### config.mk
export PLATFORM = sky130hd
export DESIGN_NAME = lspm_member
export DESIGN_NICKNAME = d
export VERILOG_FILES = /design/src/rtl/lspm_pkg.sv /design/src/rtl/lspm_member.sv
export SDC_FILE = /design/constraint.sdc
export NUM_CORES = 1
export LEC_CHECK = 0
export BUFFER_PORTS_ARGS = -buffer_cell sky130_fd_sc_hd__clkbuf_2
export CAP_MARGIN = 20
export CORE_ASPECT_RATIO = 0.8
export CORE_MARGIN = 10
export CORE_UTILIZATION = 57
export CTS_CLUSTER_DIAMETER = 100
export DETAILED_ROUTE_END_ITERATION = 12
export GPL_ROUTABILITY_DRIVEN = 0
export PLACE_DENSITY = 0.76
export SLEW_MARGIN = 20
export SYNTH_ARGS = -nofsm -noshare
export SYNTH_HDL_FRONTEND = slang
export SYNTH_SLANG_ARGS = --single-unit
### constraint.sdc
create_clock -name clk -period 2.65 [get_ports clk]
set_input_delay 0.3975 -clock clk [delete_from_list [all_inputs] [get_ports clk]]
set_output_delay 0.3975 -clock clk [all_outputs]
set_load 0.005 [all_outputs]
### src/rtl/lspm_pkg.sv
package lspm_pkg;

	localparam int DEF_POOL_SIZE = 256;
	localparam int ITEM_W        = 8;
	localparam int ITEM_SPAN     = 1 << ITEM_W;
	localparam int COUNT_OUT_W   = 9;
	localparam int STATUS_W      = 2;

	typedef enum logic [1:0] {
		REQ_PUSH   = 2'd0,
		REQ_POP    = 2'd1,
		REQ_REMOVE = 2'd2,
		REQ_CLEAR  = 2'd3
	} req_code_t;

	localparam logic [STATUS_W-1:0] ST_DONE     = 2'd0;
	localparam logic [STATUS_W-1:0] ST_EMPTY    = 2'd1;
	localparam logic [STATUS_W-1:0] ST_MISMATCH = 2'd2;

	typedef struct packed {
		req_code_t         req_type;
		logic [ITEM_W-1:0] item;
	} req_t;

	typedef struct packed {
		logic [ITEM_W-1:0]      popped_item;
		logic [STATUS_W-1:0]    status;
		logic [ITEM_W-1:0]      top_item;
		logic                   list_empty;
		logic [COUNT_OUT_W-1:0] item_count;
	} rsp_t;

	typedef struct packed {
		logic              set;
		logic              clr;
		logic              clear_all;
		logic [ITEM_W-1:0] idx;
	} member_cmd_t;

endpackage

### src/rtl/lspm_member.sv
module lspm_member #(
	parameter int DEPTH = 256
) (
	input  logic                                clk,
	input  logic                                arst_n,
	input  lspm_pkg::member_cmd_t               cmd,
	input  logic [lspm_pkg::ITEM_W-1:0]         look_idx,
	output logic                                hit
);

	import lspm_pkg::*;

	localparam int AW = $clog2(DEPTH);

	logic [DEPTH-1:0] bits_q;

	always_ff @(posedge clk or negedge arst_n) begin
		if (!arst_n) begin
			bits_q <= '0;
		end else if (cmd.clear_all) begin
			bits_q <= '0;
		end else if (cmd.set) begin
			bits_q[cmd.idx[AW-1:0]] <= 1'b1;
		end else if (cmd.clr) begin
			bits_q[cmd.idx[AW-1:0]] <= 1'b0;
		end
	end

	assign hit = (32'(look_idx) < DEPTH) && bits_q[look_idx[AW-1:0]];

endmodule

# Word-level counts from Yosys, hierarchy flattened
# Cells that the tools add are included.
# op_classes
n_div,0
bitwise_logic,3
addsub,0
n_mul,0
reduce_logical,2
shift,0
n_eq_ne,0
mux,7
n_lt_le_gt_ge,3
# op_table
operator,count
$mux 256,3
$and 256x256->256,1
$not 256->256,1
$or 256x256->256,1
$lt 8x9->1 const B,2
$bmux 1 s8,1
$demux 1 s8,1
$ge 8x1->1 const B,1
$reduce_bool 3->1,1
$mux 1,2
$logic_and 1x1->1,1
# word_totals
mem_bits_ro,0
ramBits,0
input_bits,21
out_inout_bits,1
regBits,256
mem_count,0
latch_bits,0
elab_cells,16

# Longest topological paths before layout
# logic_depth
ltp_word,9
mapped_depth,11
ltp_nobuf,6

# Least setup slack after synthesis
# No wires, ideal clock.
# synth_path
path_type,input to output
start,input port look_idx[0] (netlist bit)
end,output port hit
path_buffers,2
stages,8
setup_slack_ns,-0.112
required_ns,2.253
arrival_time_ns,2.365
cell_sequence,buf_6 -> buf_8 -> mux4_2 -> mux4_2 -> a22o_1 -> a41o_1 -> a211o_1 -> o41a_1
# synth_between
elab_chain_cells,2
# synth_rtl
item,line,source
start: declaration,lspm_member.sv:7,"input logic [lspm_pkg::ITEM_W-1:0] look_idx,"
$bmux 1 s8,lspm_member.sv:29,assign hit = (32'(look_idx) < DEPTH) && bits_q[look_idx[AW-1:0]];
$mux 1 (not written as such),lspm_member.sv:29,
end: declaration,lspm_member.sv:8,output logic hit
# No other way between the ends. The select of a mux whose other input is x is not followed.

# Worst setup path in the final report
# layout_path
start,register bits_q[194]
end,output port hit
# layout_between
elab_chain_cells,2
# layout_rtl
item,line,source
start: declaration,lspm_member.sv:15,logic [DEPTH-1:0] bits_q;
start signal: assignment,lspm_member.sv:19,bits_q <= '0;
start signal: assignment,lspm_member.sv:21,bits_q <= '0;
start signal: indexed assignment,lspm_member.sv:23,bits_q[cmd.idx[AW-1:0]] <= 1'b1;
$bmux 1 s8,lspm_member.sv:29,
$mux 1 (not written as such),lspm_member.sv:29,
# No other way between the ends. The select of a mux whose other input is x is not followed.

==> key figures <==
Timing
  • Max-Slew Margin vs Limit: 0.4467
  • Final Cycle Share: 1.261
  • FMAX: 299.1 MHz
  • Clock Skew: 0 ns
  • Final setup vio count: 1
  • RSZ-0062 raised after global routing: yes
  • Worst-Margin Slew: 0.8280 ns
  • Fin. max-slew vios: 0
  • Setup TNS: -0.6929 ns
  • Hold_ws: 0.3581 ns
  • Min Tclk post-route: 3.343 ns
  • Worst setup margin: -0.6929 ns
  • Final hold violation count: 0

Setup path
  • Crit path top cell by count: mux4_2
  • Crit path max-delay family: multiplexers
  • Crit path required time: 2.25 ns
  • Slowest stage cell on the critical path: mux4_2
  • Crit path depth: 7
  • CP Launch Point: bits_q[194]
  • Critical path arrival: 2.95 ns
  • Critical register-to-register path endpoint: bits_q[244]
  • WS Path Type: register to output pin
  • Critical Path Sink: hit
  • Worst path bufs/invs: 1
  • Worst R2R Start: bits_q[244]
  • Reg-to-reg slack, setup: 1.87 ns
  • Worst-path fanout max: 2
  • Delay of the slowest critical-path stage: 0.49 ns
  • Cell Chain, Critical Path: mux4_2, mux4_2, a22o_1, a41o_1, a211o_1, o41a_1, clkbuf_2
  • Worst R2R Path Depth: 2
  • Crit. End Element: output pin
  • Startpoint types: register

Placement
  • Placed Area: 0.01392 mm^2
  • Number of port buffers: 21
  • DPL Wire Length: 26960 um

Clock network
  • CTS clk-pin slew, worst paths: 0.07 ns
  • Worst-Skew Late Latency: 0.53 ns
  • Maximum level of the CTS H-tree: 1
  • CTS Buf Count: 26
  • CTS Buffer Depth: 3
  • CTS tree: done
  • Root buffer cell: clkbuf_16
  • Sink Count: 256

Routing
  • Wire per inst: 24.27 um
  • DR pass1 iterations: 6
  • Vias per Instance: 6.752
  • Antenna Violating Nets Remaining: 0
  • Final wirelength: 43680 um
  • DRC: 0
  • Via count: 12154
  • Drt first-iter violations: 1548

Floorplanning
  • Die H: 155.0 um
  • Io pins: 22
  • # rows: 49
  • DIE AREA: 0.02927 mm^2
  • CORE AREA: 0.02244 mm^2
  • Die W: 188.8 um
  • Initial Utilization: 0.5790

GRT
  • Vias in the first global route: 11923
  • Grt met1 use: 0.3980
  • GRT met2 Usage: 0.4472
  • Initial antenna violation count: 2
  • GR Layer Usage met3: 0.07663
  • Tot GR Track Use: 0.2927
  • Grt ovf: 0
  • Largest net degree at the start of global routing: 82
  • Global-route wire length before repair: 68340 um
  • GR peak layer: met2

Power and ir drop
  • Maximum VDD drop: 0.0004660 V
  • Total power: 0.008603 W
  • Power Density: 578.9 mW/mm^2
  • Leak pwr: 6.075 nW

Synth
  • Share of async-settable or async-resettable flops after synthesis: 1.000
  • Distinct cells, synth: 50
  • Post-synth top flop: dfrtp_1
  • Mapped Nets: 1465
  • Mapped Area: 0.01299 mm^2
  • Post-synth EDFFs: 0
  • Syn Area/Cell: 8.997 um^2
  • Syn Inst Count: 1444
  • Sequential area share after synthesis: 0.4931
  • Synthesized flop and latch total: 256
  • Warnings from Yosys: 0

Hold path
  • Hold Crit Class: input pin to register

Status
  • Outcome: finished with violations
  • Failing checks: setup timing

Finish
  • Ant. Diodes: 0
  • Area Growth Syn to Fin: 14.39%
  • Post-layout nets: 1498
  • Final core utilization: 0.6623
  • Fillers: 1773
  • Top reg by flops: bits_q
  • Max reg flops: 256
  • Share of layout cells above drive strength 1: 0.1432
  • Final Cell Area: 0.01486 mm^2
  • Top flop regs: bits_q: 256 flops

Flow run
  • Max Cap Viol: 0
power breakdown:
part | switching, W | leakage, nW | internal (W)
logic | 0.000476 | 2.04 | 0.000195
registers | 0.00000459 | 3.58 | 0.00392
clock network | 0.00158 | 0.456 | 0.00243
total | 0.00206 | 6.07 | 0.00654
metrics by stage:
step,worst slack [ns],instances
4_1_cts,-0.6657,1800
2_1_floorplan,-0.03696,1444
6_report,-0.6929,1800
5_1_grt,-0.7289,1800
3_5_place_dp,-0.4667,1754
3_3_place_gp,-0.4159,1754
metal layers:
metal  up-vias  wire length (um)
met3       158              5571
met2       902             19450
li1       5182                 -
met1      5910             16960
met4         2              1685
met5         -                13
worst register-to-register path, cell delays in order, from the launching register on:
cell	delay, ns
dfrtp_1	0.42
o21ai_0	0.11
a21oi_1	0.17
worst min-delay path by stage:
stage | start | slack [ns] | cells after the start | endpoint
global placement | arst_n | 0.41 | 1 | bits_q[147]
detailed placement | arst_n | 0.40 | 1 | bits_q[147]
global route | cmd[8] | 0.39 | 2 | bits_q[199]
floorplan | arst_n | 0.10 | 0 | bits_q[0]
CTS | cmd[8] | 0.36 | 2 | bits_q[141]
finish | cmd[8] | 0.36 | 2 | bits_q[246]
cell type report:
| class | count | area, um^2 | share of cell area |
|---|---|---|---|
| Timing Repair Buffer | 130 | 1047 | 0.07047 |
| Inverter | 2 | 7.507 | 0.0005052 |
| Multi-Input combinational cell | 1061 | 6095 | 0.4101 |
| Clock buffer | 38 | 787.0 | 0.05296 |
| Clock inverter | 7 | 135.1 | 0.009093 |
| Sequential cell | 256 | 6406 | 0.4311 |
| Tap cell | 306 | 382.9 | 0.02576 |
cells by family (layout without fill, tap and decap cells):
family | Yosys count | count (layout) | share of synthesized area
mux | 101 | 101 | 0.1124
simple gates | 391 | 391 | 0.1243
buf+inv | 127 | 177 | 0.04064
flops | 256 | 256 | 0.4931
compound gates | 569 | 569 | 0.2295
Yosys cell counts, types with 2 or more instances:
master | count | share of area
a2111oi_0 | 2 | 0.0013
a21oi_1 | 258 | 0.099
a221o_1 | 2 | 0.0015
a221oi_1 | 7 | 0.0047
a222oi_1 | 2 | 0.0015
a22o_1 | 2 | 0.0013
and3_1 | 3 | 0.0014
and3b_1 | 2 | 0.0013
buf_1 | 2 | 0.00058
buf_2 | 8 | 0.0031
buf_4 | 4 | 0.0023
buf_6 | 2 | 0.0017
clkbuf_1 | 108 | 0.031
dfrtp_1 | 256 | 0.49
mux2_2 | 8 | 0.0069
mux2i_1 | 60 | 0.046
mux4_1 | 7 | 0.014
mux4_2 | 26 | 0.045
nand2_1 | 289 | 0.084
nand2b_1 | 7 | 0.0034
nand3_1 | 12 | 0.0046
nand3b_1 | 4 | 0.0023
nand4_1 | 3 | 0.0014
nor2_1 | 39 | 0.011
nor2b_1 | 10 | 0.0048
nor3_1 | 12 | 0.0046
nor3b_1 | 2 | 0.0012
nor4_1 | 3 | 0.0014
o21a_1 | 2 | 0.0012
o21ai_0 | 264 | 0.10
o22ai_1 | 17 | 0.0082
o31ai_1 | 2 | 0.0012
or3b_2 | 2 | 0.0013
placed cells by master (no fill, tap or decap), types with 3 or more instances in the layout:
| cell | instances |
|---|---|
| clkbuf_2 | 17 |
| nand4_1 | 3 |
| clkbuf_1 | 4 |
| nand2_1 | 289 |
| o22ai_1 | 17 |
| dfrtp_1 | 256 |
| a221oi_1 | 7 |
| clkinv_2 | 3 |
| mux2i_1 | 60 |
| buf_12 | 8 |
| nor2b_1 | 10 |
| buf_4 | 102 |
| nor3_1 | 8 |
| nand3_1 | 12 |
| a21oi_1 | 258 |
| mux2_2 | 8 |
| and3_1 | 3 |
| nor3_2 | 4 |
| nand2b_1 | 7 |
| clkbuf_8 | 7 |
| o21ai_0 | 264 |
| bufinv_16 | 4 |
| nor2_1 | 39 |
| clkbuf_16 | 27 |
| mux4_1 | 5 |
| mux4_2 | 28 |
| nand3b_1 | 4 |
repair_timing:
action / CTS / global route
buffers inserted: 0 / 0
hold buffers: 1 / 0
endpoints found under the hold margin: 65 / 0
resized for setup: 3 / 2
setup endpoints to repair: 1 / 1
Note: power is estimated with default switching activity, not from simulation.
